==> config.mk <==
export PLATFORM = sky130hd
export DESIGN_NAME = philox_counter_random_stream_unit
export DESIGN_NICKNAME = d
export VERILOG_FILES = /design/src/design/pcrs_pkg.sv /design/src/design/pcrs_ctrl.sv /design/src/design/pcrs_datapath.sv /design/src/design/philox_counter_random_stream_unit.sv
export SDC_FILE = /design/constraint.sdc
export NUM_CORES = 2
export LEC_CHECK = 0
export ABC_AREA = 1
export BUFFER_PORTS_ARGS = -buffer_cell sky130_fd_sc_hd__buf_2
export CAP_MARGIN = 25
export CELL_PAD_IN_SITES_DETAIL_PLACEMENT = 0
export CELL_PAD_IN_SITES_GLOBAL_PLACEMENT = 2
export CORE_MARGIN = 5
export CORE_UTILIZATION = 40
export CTS_CLUSTER_SIZE = 28
export DETAILED_ROUTE_END_ITERATION = 7
export GPL_TIMING_DRIVEN = 0
export PLACE_DENSITY_LB_ADDON = 0.1
export SETUP_SLACK_MARGIN = 0.1
export SYNTH_ARGS = -nofsm -noshare
export SYNTH_HDL_FRONTEND = slang
export SYNTH_SLANG_ARGS = --single-unit
==> constraint.sdc <==
create_clock -name clk -period 9.1 [get_ports clk]
set_input_delay 1.82 -clock clk [delete_from_list [all_inputs] [get_ports clk]]
set_output_delay 1.82 -clock clk [all_outputs]
set_load 0.05 [all_outputs]
==> src/design/pcrs_pkg.sv <==
// shared types and constants of the philox counter random stream
package pcrs_pkg;

	localparam int unsigned WORD_W     = 32;
	localparam int unsigned IN_DATA_W  = 40;
	localparam int unsigned OUT_DATA_W = 72;

	// philox4x32 multipliers and key increments
	localparam logic [WORD_W-1:0] PHILOX_M0 = 32'hD251_1F53;
	localparam logic [WORD_W-1:0] PHILOX_M1 = 32'hCD9E_8D57;
	localparam logic [WORD_W-1:0] PHILOX_W0 = 32'h9E37_79B9;
	localparam logic [WORD_W-1:0] PHILOX_W1 = 32'hBB67_AE85;

	localparam logic [1:0] MAX_WORD = 2'd3;

	// command codes carried in tuser
	localparam logic CMD_PICK = 1'b0;
	localparam logic CMD_SEEK = 1'b1;

	typedef enum logic [1:0] {
		REG_GLOBAL_INDEX = 2'd0,
		REG_STREAM_ID1   = 2'd1,
		REG_STREAM_ID2   = 2'd2,
		REG_STREAM_ID3   = 2'd3
	} reg_idx_t;

	typedef enum logic [1:0] {
		ST_LOAD,
		ST_RUN,
		ST_IDLE
	} state_t;

	typedef struct packed {
		logic accept;    // take the input beat and load the output register
		logic cfg_load;  // rebuild the counter from the id registers and start the cipher
		logic round;     // run one cipher round
	} ctrl_cmd_t;

	typedef struct packed {
		logic item_ciphers;  // pending beat is a seek or the fourth pick
		logic last_round;    // round counter sits on the final round
	} dp_status_t;

endpackage

==> src/design/pcrs_ctrl.sv <==
// controller state machine: handshakes, cipher sequencing and output valid
module pcrs_ctrl (
	input  logic                    clk,
	input  logic                    arst_n,
	input  logic                    s_tvalid,
	output logic                    s_tready,
	output logic                    m_tvalid,
	input  logic                    m_tready,
	input  logic                    cfg_we,
	input  pcrs_pkg::dp_status_t    status,
	output pcrs_pkg::ctrl_cmd_t     cmd
);

	pcrs_pkg::state_t state_q;
	pcrs_pkg::state_t state_nx;
	logic             out_valid_q;

	always_ff @(posedge clk or negedge arst_n) begin
		if (!arst_n) begin
			state_q     <= pcrs_pkg::ST_LOAD;
			out_valid_q <= 1'b0;
		end else begin
			state_q <= state_nx;
			if (cmd.accept) begin
				out_valid_q <= 1'b1;
			end else if (m_tready) begin
				out_valid_q <= 1'b0;
			end
		end
	end

	always_comb begin
		state_nx     = state_q;
		s_tready     = 1'b0;
		cmd.accept   = 1'b0;
		cmd.cfg_load = 1'b0;
		cmd.round    = 1'b0;
		unique case (state_q)
			pcrs_pkg::ST_LOAD: begin
				cmd.cfg_load = 1'b1;
				state_nx     = pcrs_pkg::ST_RUN;
			end
			pcrs_pkg::ST_RUN: begin
				cmd.round = 1'b1;
				if (status.last_round) begin
					state_nx = pcrs_pkg::ST_IDLE;
				end
			end
			pcrs_pkg::ST_IDLE: begin
				s_tready   = !out_valid_q || m_tready;
				cmd.accept = s_tvalid && s_tready;
				if (cmd.accept && status.item_ciphers) begin
					state_nx = pcrs_pkg::ST_RUN;
				end
			end
			default: begin
				state_nx = pcrs_pkg::ST_LOAD;
			end
		endcase
		// a register write restarts the stream
		if (cfg_we) begin
			state_nx = pcrs_pkg::ST_LOAD;
		end
	end

	assign m_tvalid = out_valid_q;

	a_no_ready_busy: assert property (@(posedge clk) disable iff (!arst_n)
		(state_q != pcrs_pkg::ST_IDLE) |-> !s_tready)
		else $error("input ready while cipher busy");

	a_cipher_follows: assert property (@(posedge clk) disable iff (!arst_n)
		(cmd.accept && status.item_ciphers && !cfg_we) |=> (state_q == pcrs_pkg::ST_RUN))
		else $error("seek or fourth pick did not start the cipher");

	a_accept_fills_out: assert property (@(posedge clk) disable iff (!arst_n)
		cmd.accept |=> m_tvalid)
		else $error("accepted beat produced no output");

endmodule

==> src/design/pcrs_datapath.sv <==
// datapath: config registers, counter, word index, philox round unit, output register
module pcrs_datapath #(
	parameter int unsigned ROUNDS = 10
) (
	input  logic                                  clk,
	input  logic                                  arst_n,
	input  logic                                  s_tuser,
	input  logic [pcrs_pkg::IN_DATA_W-1:0]        s_tdata,
	output logic [pcrs_pkg::OUT_DATA_W-1:0]       m_tdata,
	input  logic                                  cfg_we,
	input  logic [1:0]                            cfg_index,
	input  logic [pcrs_pkg::WORD_W-1:0]           cfg_data,
	input  pcrs_pkg::ctrl_cmd_t                   cmd,
	output pcrs_pkg::dp_status_t                  status
);

	localparam int unsigned RND_W = (ROUNDS > 1) ? $clog2(ROUNDS) : 1;
	localparam logic [RND_W-1:0] LAST_RND = RND_W'(ROUNDS - 1);

	logic [pcrs_pkg::WORD_W-1:0] global_index_q;
	logic [pcrs_pkg::WORD_W-1:0] stream_id1_q;
	logic [pcrs_pkg::WORD_W-1:0] stream_id2_q;
	logic [pcrs_pkg::WORD_W-1:0] stream_id3_q;

	logic [3:0][pcrs_pkg::WORD_W-1:0] ctr_q;
	logic [3:0][pcrs_pkg::WORD_W-1:0] x_q;
	logic [pcrs_pkg::WORD_W-1:0]      k0_q;
	logic [pcrs_pkg::WORD_W-1:0]      k1_q;
	logic [RND_W-1:0]                 rnd_q;
	logic [1:0]                       wi_q;
	logic [pcrs_pkg::OUT_DATA_W-1:0]  out_q;

	logic [pcrs_pkg::WORD_W-1:0]      seek_seq;
	logic [7:0]                       seek_word;
	logic                             is_seek;
	logic [3:0][pcrs_pkg::WORD_W-1:0] ctr_inc;
	logic [3:0][pcrs_pkg::WORD_W-1:0] ctr_nx;
	logic [3:0][pcrs_pkg::WORD_W-1:0] ctr_ld;
	logic [1:0]                       wi_nx;
	logic [pcrs_pkg::WORD_W-1:0]      value;
	logic [2*pcrs_pkg::WORD_W-1:0]    p0;
	logic [2*pcrs_pkg::WORD_W-1:0]    p1;

	assign seek_seq  = s_tdata[31:0];
	assign seek_word = s_tdata[39:32];
	assign is_seek   = (s_tuser == pcrs_pkg::CMD_SEEK);
	assign ctr_inc   = ctr_q + 128'd1;
	assign ctr_ld    = {stream_id2_q, stream_id1_q, stream_id3_q, 32'd0};

	always_comb begin
		ctr_nx = ctr_q;
		wi_nx  = wi_q + 2'd1;
		value  = x_q[wi_q];
		if (is_seek) begin
			ctr_nx[0] = seek_seq;
			value     = '0;
			// negative or above three falls back to word zero
			wi_nx     = (seek_word[7:2] == 6'd0) ? seek_word[1:0] : 2'd0;
		end else if (wi_q == pcrs_pkg::MAX_WORD) begin
			ctr_nx = ctr_inc;
			wi_nx  = 2'd0;
		end
	end

	assign status.item_ciphers = is_seek || (wi_q == pcrs_pkg::MAX_WORD);
	assign status.last_round   = (rnd_q == LAST_RND);

	assign p0 = {32'd0, pcrs_pkg::PHILOX_M0} * {32'd0, x_q[0]};
	assign p1 = {32'd0, pcrs_pkg::PHILOX_M1} * {32'd0, x_q[2]};

	always_ff @(posedge clk or negedge arst_n) begin
		if (!arst_n) begin
			global_index_q <= '0;
			stream_id1_q   <= '0;
			stream_id2_q   <= '0;
			stream_id3_q   <= '0;
			ctr_q          <= '0;
			wi_q           <= '0;
			rnd_q          <= '0;
		end else begin
			if (cfg_we) begin
				unique case (pcrs_pkg::reg_idx_t'(cfg_index))
					pcrs_pkg::REG_GLOBAL_INDEX: global_index_q <= cfg_data;
					pcrs_pkg::REG_STREAM_ID1:   stream_id1_q   <= cfg_data;
					pcrs_pkg::REG_STREAM_ID2:   stream_id2_q   <= cfg_data;
					pcrs_pkg::REG_STREAM_ID3:   stream_id3_q   <= cfg_data;
					default: ;
				endcase
			end
			if (cmd.cfg_load) begin
				ctr_q <= ctr_ld;
				wi_q  <= 2'd0;
				rnd_q <= '0;
			end else if (cmd.accept) begin
				ctr_q <= ctr_nx;
				wi_q  <= wi_nx;
				rnd_q <= '0;
			end else if (cmd.round) begin
				rnd_q <= rnd_q + RND_W'(1);
			end
		end
	end

	always_ff @(posedge clk) begin
		if (cmd.cfg_load) begin
			x_q  <= ctr_ld;
			k0_q <= global_index_q;
			k1_q <= '0;
		end else if (cmd.accept && status.item_ciphers) begin
			x_q  <= ctr_nx;
			k0_q <= global_index_q;
			k1_q <= '0;
		end else if (cmd.round) begin
			x_q[0] <= p1[63:32] ^ x_q[1] ^ k0_q;
			x_q[1] <= p1[31:0];
			x_q[2] <= p0[63:32] ^ x_q[3] ^ k1_q;
			x_q[3] <= p0[31:0];
			k0_q   <= k0_q + pcrs_pkg::PHILOX_W0;
			k1_q   <= k1_q + pcrs_pkg::PHILOX_W1;
		end
		if (cmd.accept) begin
			out_q <= {6'd0, wi_nx, ctr_nx[0], value};
		end
	end

	assign m_tdata = out_q;

	a_pick_steps: assert property (@(posedge clk) disable iff (!arst_n)
		(cmd.accept && !status.item_ciphers && !cmd.cfg_load) |=> (wi_q == $past(wi_q) + 2'd1))
		else $error("pick did not advance the word index");

	a_load_clears_round: assert property (@(posedge clk) disable iff (!arst_n)
		cmd.cfg_load |=> (rnd_q == '0 && wi_q == 2'd0))
		else $error("restart left round or word index set");

	a_wrap_carry: assert property (@(posedge clk) disable iff (!arst_n)
		(cmd.accept && !is_seek && wi_q == pcrs_pkg::MAX_WORD && !cmd.cfg_load)
		|=> (ctr_q[0] == $past(ctr_q[0]) + 32'd1))
		else $error("fourth pick did not bump the counter");

endmodule

==> src/design/philox_counter_random_stream_unit.sv <==
// top level of the philox4x32 counter based random stream
//
// channel | dir | beat fields (lowest bit first)
// s_*     | in  | tuser: cmd ; tdata: seek_sequence[31:0], seek_word[39:32]
// m_*     | out | tdata: value[31:0], sequence_now[63:32], word_now[65:64], zero pad
// cfg_*   | in  | cfg_we, cfg_index (register), cfg_data (32 bit value)
//
// a pick of words zero to two runs no cipher; the unit stays ready for the next beat
// a seek or the fourth pick enciphers the new counter, one philox round per cycle in the
// shared round unit (two 32x32 multipliers), input ready stays low meanwhile
// after reset and after every register write the counter is rebuilt and enciphered
// before the first beat is taken; a stalled output holds in its register; a new beat is
// taken once the register frees or drains in the same cycle
module philox_counter_random_stream_unit #(
	parameter int unsigned ROUNDS = 10
) (
	input  logic                             clk,
	input  logic                             arst_n,
	// input stream
	input  logic                             s_tvalid,
	output logic                             s_tready,
	input  logic [pcrs_pkg::IN_DATA_W-1:0]   s_tdata,   // seek_sequence, seek_word
	input  logic                             s_tuser,   // cmd: pick or seek
	// output stream
	output logic                             m_tvalid,
	input  logic                             m_tready,
	output logic [pcrs_pkg::OUT_DATA_W-1:0]  m_tdata,   // value, sequence_now, word_now
	// register writes
	input  logic                             cfg_we,
	input  logic [1:0]                       cfg_index,
	input  logic [pcrs_pkg::WORD_W-1:0]      cfg_data
);

	// command and status between the state machine and the datapath
	pcrs_pkg::ctrl_cmd_t  cmd;
	pcrs_pkg::dp_status_t status;

	// state machine: accepts beats, sequences cipher rounds, owns output valid
	pcrs_ctrl u_ctrl (
		.clk      (clk),
		.arst_n   (arst_n),
		.s_tvalid (s_tvalid),
		.s_tready (s_tready),
		.m_tvalid (m_tvalid),
		.m_tready (m_tready),
		.cfg_we   (cfg_we),
		.status   (status),
		.cmd      (cmd)
	);

	// datapath: registers, 128 bit counter, round unit, output register
	pcrs_datapath #(
		.ROUNDS (ROUNDS)
	) u_datapath (
		.clk       (clk),
		.arst_n    (arst_n),
		.s_tuser   (s_tuser),
		.s_tdata   (s_tdata),
		.m_tdata   (m_tdata),
		.cfg_we    (cfg_we),
		.cfg_index (cfg_index),
		.cfg_data  (cfg_data),
		.cmd       (cmd),
		.status    (status)
	);

endmodule
Yosys cells after proc, flatten, opt, wreduce, memory -nomap -nowiden
Cells that the tools add are included.
{"block": "totals", "input_bits": 80, "ff_bits": 523, "out_inout_bits": 74, "word_cells": 92}
{"block": "classes", "add_sub_neg": 5, "n_lt_le_gt_ge": 1, "n_eq_ne": 9, "reduce_logical": 20, "n_mul": 2, "bitwise": 4, "muxes": 31}
{"cell": "$mux W128", "count": 6}
{"cell": "$mux W32", "count": 5}
{"cell": "$add A128 B1 Y128 const B", "count": 1}
{"cell": "$mul A32 B32 Y64 const A", "count": 2}
{"cell": "$xor A32 B32 Y32", "count": 4}
{"cell": "$mux W96", "count": 1}
{"cell": "$add A32 B32 Y32 const B", "count": 2}
{"cell": "$bmux W32 S2", "count": 1}
{"cell": "$mux W2", "count": 8}
{"cell": "$mux W4", "count": 3}
{"cell": "$reduce_and A2 Y1", "count": 5}
{"cell": "$eq A2 B2 Y1 const B", "count": 4}
{"cell": "$logic_not A6 Y1", "count": 1}
{"cell": "$mux W1", "count": 6}
{"cell": "$pmux W2 S3", "count": 1}
{"cell": "$reduce_bool A2 Y1", "count": 3}
{"cell": "$reduce_bool A3 Y1", "count": 2}
{"cell": "$add A4 B1 Y4 const B", "count": 1}
{"cell": "$eq A2 B1 Y1 const B", "count": 2}
{"cell": "$eq A4 B4 Y1 const B", "count": 1}
{"cell": "$logic_not A2 Y1", "count": 2}
{"cell": "$logic_and A1 B1 Y1", "count": 3}
{"cell": "$lt A2 B3 Y1 const B", "count": 1}
{"cell": "$ne A3 B2 Y1 const B", "count": 1}
{"cell": "5 further kinds", "count": 6}

Depth between registers and ports, before layout
{"block": "logic_depth", "depth_word": 7, "mapped_depth": 31}

Modules after synthesis
A second synthesis with hierarchy kept.
{"block": "unflattened", "hier_cells": 8899, "area_unflattened_um2": 69462.9}
{"mod": "pcrs_datapath", "cells_each": 8873, "seq_area_each_um2": 13663.1, "area_each_um2": 69289.0, "n_inst": 1}
{"mod": "pcrs_ctrl", "cells_each": 26, "seq_area_each_um2": 75.1, "area_each_um2": 173.9, "n_inst": 1}

Worst setup path after synthesis
Ideal clock, no wire load.
{"block": "synth_timing", "path_type": "flip-flop to flip-flop", "startpoint": "register u_datapath.x_q[17] in the netlist's numbering", "endpoint": "register u_datapath.x_q[83] in the netlist's numbering (data pin)", "required_time_ns": 8.847, "arrival_time_ns": 6.117, "setup_slack_ns": 2.731, "synth_period_minus_slack_ns": 6.369, "path_stages_with_launch": 27, "cell_sequence": "dfxtp_1 fa_1 inv_1 fa_1 inv_1 fa_1 inv_1 fa_1 inv_1 fa_1 fa_1 fa_1 inv_1 fa_1 inv_1 ha_1 nand2_1 nor2_1 inv_1 nor2_1 nand2_1 nor2_1 nand2_1 nand4_1 nand3_1 nand2_1 nand2_1"}
{"block": "synth_between", "elab_chain_len": 6}
{"element": "from (decl)", "line_no": "pcrs_datapath.sv:26", "source": "logic [3:0][pcrs_pkg::WORD_W-1:0] x_q;"}
{"element": "from (signal assigned)", "line_no": "pcrs_datapath.sv:106", "source": "x_q <= ctr_ld;"}
{"element": "from (signal assigned)", "line_no": "pcrs_datapath.sv:110", "source": "x_q <= ctr_nx;"}
{"element": "$mul A32 B32 Y64", "line_no": "pcrs_datapath.sv:68", "source": "assign p0 = {32'd0, pcrs_pkg::PHILOX_M0} * {32'd0, x_q[0]};"}
{"element": "$xor A32 B32 Y32 (2 in a row)", "line_no": "pcrs_datapath.sv:116", "source": "x_q[2] <= p0[63:32] ^ x_q[3] ^ k1_q;"}
{"element": "$mux W128", "line_no": "pcrs_datapath.sv:113", "source": "end else if (cmd.round) begin"}
{"element": "$mux W128", "line_no": "pcrs_datapath.sv:109", "source": "end else if (cmd.accept && status.item_ciphers) begin"}
{"element": "$mux W128", "line_no": "pcrs_datapath.sv:105", "source": "if (cmd.cfg_load) begin"}
No other way between the ends. The select of a mux whose other input is x is not followed.
A chain may end at the register's enable or synchronous reset.

Final worst setup path
{"block": "layout_timing", "startpoint": "register u_datapath.x_q[5] in the netlist's numbering", "endpoint": "register u_datapath.x_q[89] in the netlist's numbering (data pin)"}
The elaborated chain is that of the path after synthesis.

==> impl_metrics.py <==
metrics = {
    "run_status": {
        "status": "finished clean",
    },
    "synthesis": {
        "synthTopCellsByArea": "fa_1 (23%), ha_1 (14%), nand2_1 (11%), inv_1 (11%), dfrtp_1 (9.4%)",
        "synth_top_area_cell": "fa_1",
        "syn_area_um2": 70390,
        "synth_top_area_share_pct": 22.89,
        "async_flop_share_pct": 50.67,
        "synth-seq-cells": 523,
        "synth_area_per_cell_um2": 7.752,
        "synth.distinct_cells": 59,
        "ys_warn_count": 0,
        "synth_seq_area_share_pct": 19.52,
        "synth-main-ff-cell": "dfrtp_1",
        "syn_inst": 9080,
        "synth_edf_count": 194,
    },
    "clocking": {
        "cts.sinks": 523,
        "cts_max_level": 3,
        "cts_buffer_depth": 3,
        "clk_pin_slew_worst_paths_ns": 0.07,
        "insertion_delay_ns": 0.71,
        "cts_buffers": 69,
        "hold_buffers": 0,
        "cts_tree": "done",
        "cts_root_buffer": "clkbuf_16",
    },
    "route": {
        "drtIter0Drc": 7465,
        "ant_nets": 0,
        "via_per_inst": 5.532,
        "routed_wl_mm": 367.3,
        "num_vias": 64937,
        "drcViolationCount": 0,
        "drt_pre_antenna_iters": 6,
        "wire_per_inst_um": 31.29,
    },
    "timing": {
        "layout_min_cycle_time_ns": 8.818,
        "maxSlewViolCount": 0,
        "fin_worst_skew_ns": 0.06398,
        "maxSlewHeadroom_pct": 21.28,
        "rsz0062_at_grt": "no",
        "worstMarginPinSlew_ns": 1.181,
        "final-setup-viol-count": 0,
        "final.setup.worst_slack_ns": 0.2818,
        "max_freq_ghz": 0.1134,
        "finalHoldViolCount": 0,
        "post-route-period-util_pct": 96.90,
    },
    "critical_path": {
        "critPathLaunchType": "register",
        "reg2reg_to": "u_datapath.x_q[89]",
        "path_class": "reg2reg",
        "crit_family": "adder cells",
        "cp_common_cell": "fa_1",
        "crit_path_end": "u_datapath.x_q[89]",
        "reg2reg_depth": 27,
        "cp.required_ns": 9.50,
        "slowest_stage": "dfxtp_1",
        "r2r_start": "u_datapath.x_q[5]",
        "cp-end-kind": "register",
        "critical-path-max-stage-delay_ns": 0.88,
        "reg2reg_setup_slack_ns": 0.28,
        "cp_max_fo": 10,
        "cp_data_arrival_time_ns": 9.21,
        "worst-path-stages": 27,
        "critical_path.startpoint": "u_datapath.x_q[5]",
        "crit_buf_inv": 6,
    },
    "die": {
        "die_area_um2": 184500,
        "rows": 154,
        "start_util_pct": 40.10,
        "ios": 154,
        "fp.dieH_um": 429.5,
        "die_w_um": 429.5,
        "coreArea_um2": 175500,
    },
    "layout": {
        "final_common_cell": "nand2_1",
        "final_util_pct": 43.81,
        "fillers": 18539,
        "syn_to_final_growth_pct": 9.241,
        "final_nets": 11011,
        "layout-drive-gt1-share_pct": 5.206,
        "mostFrequentLayoutCells": "nand2_1 (2152), inv_1 (2119), ha_1 (809)",
    },
    "placement": {
        "place_hpwl_mm": 322.0,
        "io_buffers": 145,
        "gp_congestion": 1.092,
        "pre_cts_ws_ns": 0.09724,
    },
    "grt": {
        "grt_usage_pct": 39.26,
        "grt_start_max_net_pins": 114,
        "grt_pass1_vias": 62616,
        "grt_pass1_wl_mm": 502.9,
        "antenna_found_initial": 40,
        "globalRouteOverflowTotal": 0,
    },
    "worst_hold_path": {
        "min_path_type": "reg2reg",
    },
    "flow_run": {
        "drv_cap": 0,
    },
}
[metrics by stage]
step / std cells / setup TNS, ns / area [um2] / hold slack (ns)
after CTS: 11712 / 0 / 76810 / 0.4879
after detailed placement: 11584 / 0 / 74400 / 0.4730
after global placement: 11570 / -20.12 / 74060 / 0.4671
after global routing: 11715 / 0 / 76830 / 0.4941
after floorplan: 9085 / 0 / 70410 / 0.4528
final: 11739 / 0 / 76900 / 0.4839
[cell type report]
type	count	area [um2]	share of cell area [%]
diodes	25	62.56	0.08136
plain buffers	164	710.7	0.9242
clock buffers	92	1987	2.584
clock inverters	36	420.4	0.5467
inverters	2144	8051	10.47
multi-input cells	6254	47920	62.32
flip-flops and latches	523	13740	17.87
well taps	2340	2928	3.808
repair buffers	161	1071	1.393
[synth_stat cells (22+ instances only)]
| library cell | instances |
|---|---|
| nor3_1 | 75 |
| o21bai_1 | 28 |
| buf_1 | 25 |
| clkbuf_1 | 83 |
| fa_1 | 805 |
| o21ai_0 | 357 |
| xnor2_1 | 85 |
| nor2_2 | 48 |
| nand2_1 | 2153 |
| nor3_2 | 23 |
| inv_1 | 2120 |
| nor2_1 | 563 |
| inv_2 | 22 |
| o211ai_1 | 57 |
| dfrtp_1 | 265 |
| nand4_1 | 115 |
| edfxtp_1 | 194 |
| xor2_1 | 132 |
| a21oi_1 | 322 |
| dfxtp_1 | 64 |
| ha_1 | 809 |
| nand3b_1 | 36 |
| buf_2 | 46 |
| nand3_1 | 461 |
[timing repair]
| action | CTS | global route |
|---|---|---|
| endpoints found under the hold margin | 0 | 0 |
| resized for setup | 1 | 2 |
| buffers inserted | 0 | 1 |
| endpoints found under the setup margin | 1 | 7 |
[cell families (layout without fill, tap and decap cells)]
family | count (synthesis) | in the layout | synth area share (%)
xor+xnor | 217 | 217 | 2.700
simple gates | 3564 | 3564 | 21.46
flops | 523 | 523 | 19.52
other cells | 1 | 31 | 0.005327
mux | 1 | 1 | 0.01422
compound gates | 852 | 852 | 6.591
fa+ha+maj | 1614 | 1614 | 37.27
buf+inv | 2308 | 2597 | 12.44
[state kept, by name (all words and copies together), names as in the netlist]
register	flops
u_datapath.stream_id2_q	32
u_datapath.stream_id1_q	32
u_datapath.wi_q	2
u_datapath.ctr_q	128
u_datapath.k1_q	32
u_datapath.x_q	128
u_datapath.k0_q	32
u_datapath.m_tdata	66
u_ctrl.state_q	2
u_ctrl.m_tvalid	1
u_datapath.rnd_q	4
u_datapath.global_index_q	32
u_datapath.stream_id3_q	32
[metal layers]
metal  GRT usage [%]  vias to the layer above  part of all wire [%]
met2           54.52                     3377                    40
li1                -                    28509                     -
met4           22.52                       20                   7.2
met5               0                        -                 0.040
met3           10.32                      712                    10
met1           54.95                    32319                    43
[worst min-delay path: cells and delay by family, from the launching register on]
kind	cells	cell delay, ns
AOI/OAI and AO/OA	1	0.06
and+or+nand+nor	1	0.05
DFF	1	0.34
[worst min path at each step]
stage / from / end / depth (start not counted)
6_report: u_datapath.global_index_q[13] / u_datapath.global_index_q[13] / 2
5_1_grt: u_datapath.global_index_q[0] / u_datapath.global_index_q[0] / 2
4_1_cts: u_datapath.stream_id2_q[10] / u_datapath.stream_id2_q[10] / 2
3_5_place_dp: u_datapath.stream_id3_q[8] / u_datapath.stream_id3_q[8] / 2
3_3_place_gp: u_datapath.global_index_q[13] / u_datapath.global_index_q[13] / 2
2_1_floorplan: u_datapath.global_index_q[4] / u_datapath.global_index_q[4] / 2
Power is left out: the tool's default activity adds up to more than one toggle a clock period on the data nets, which glitch-free logic cannot reach.
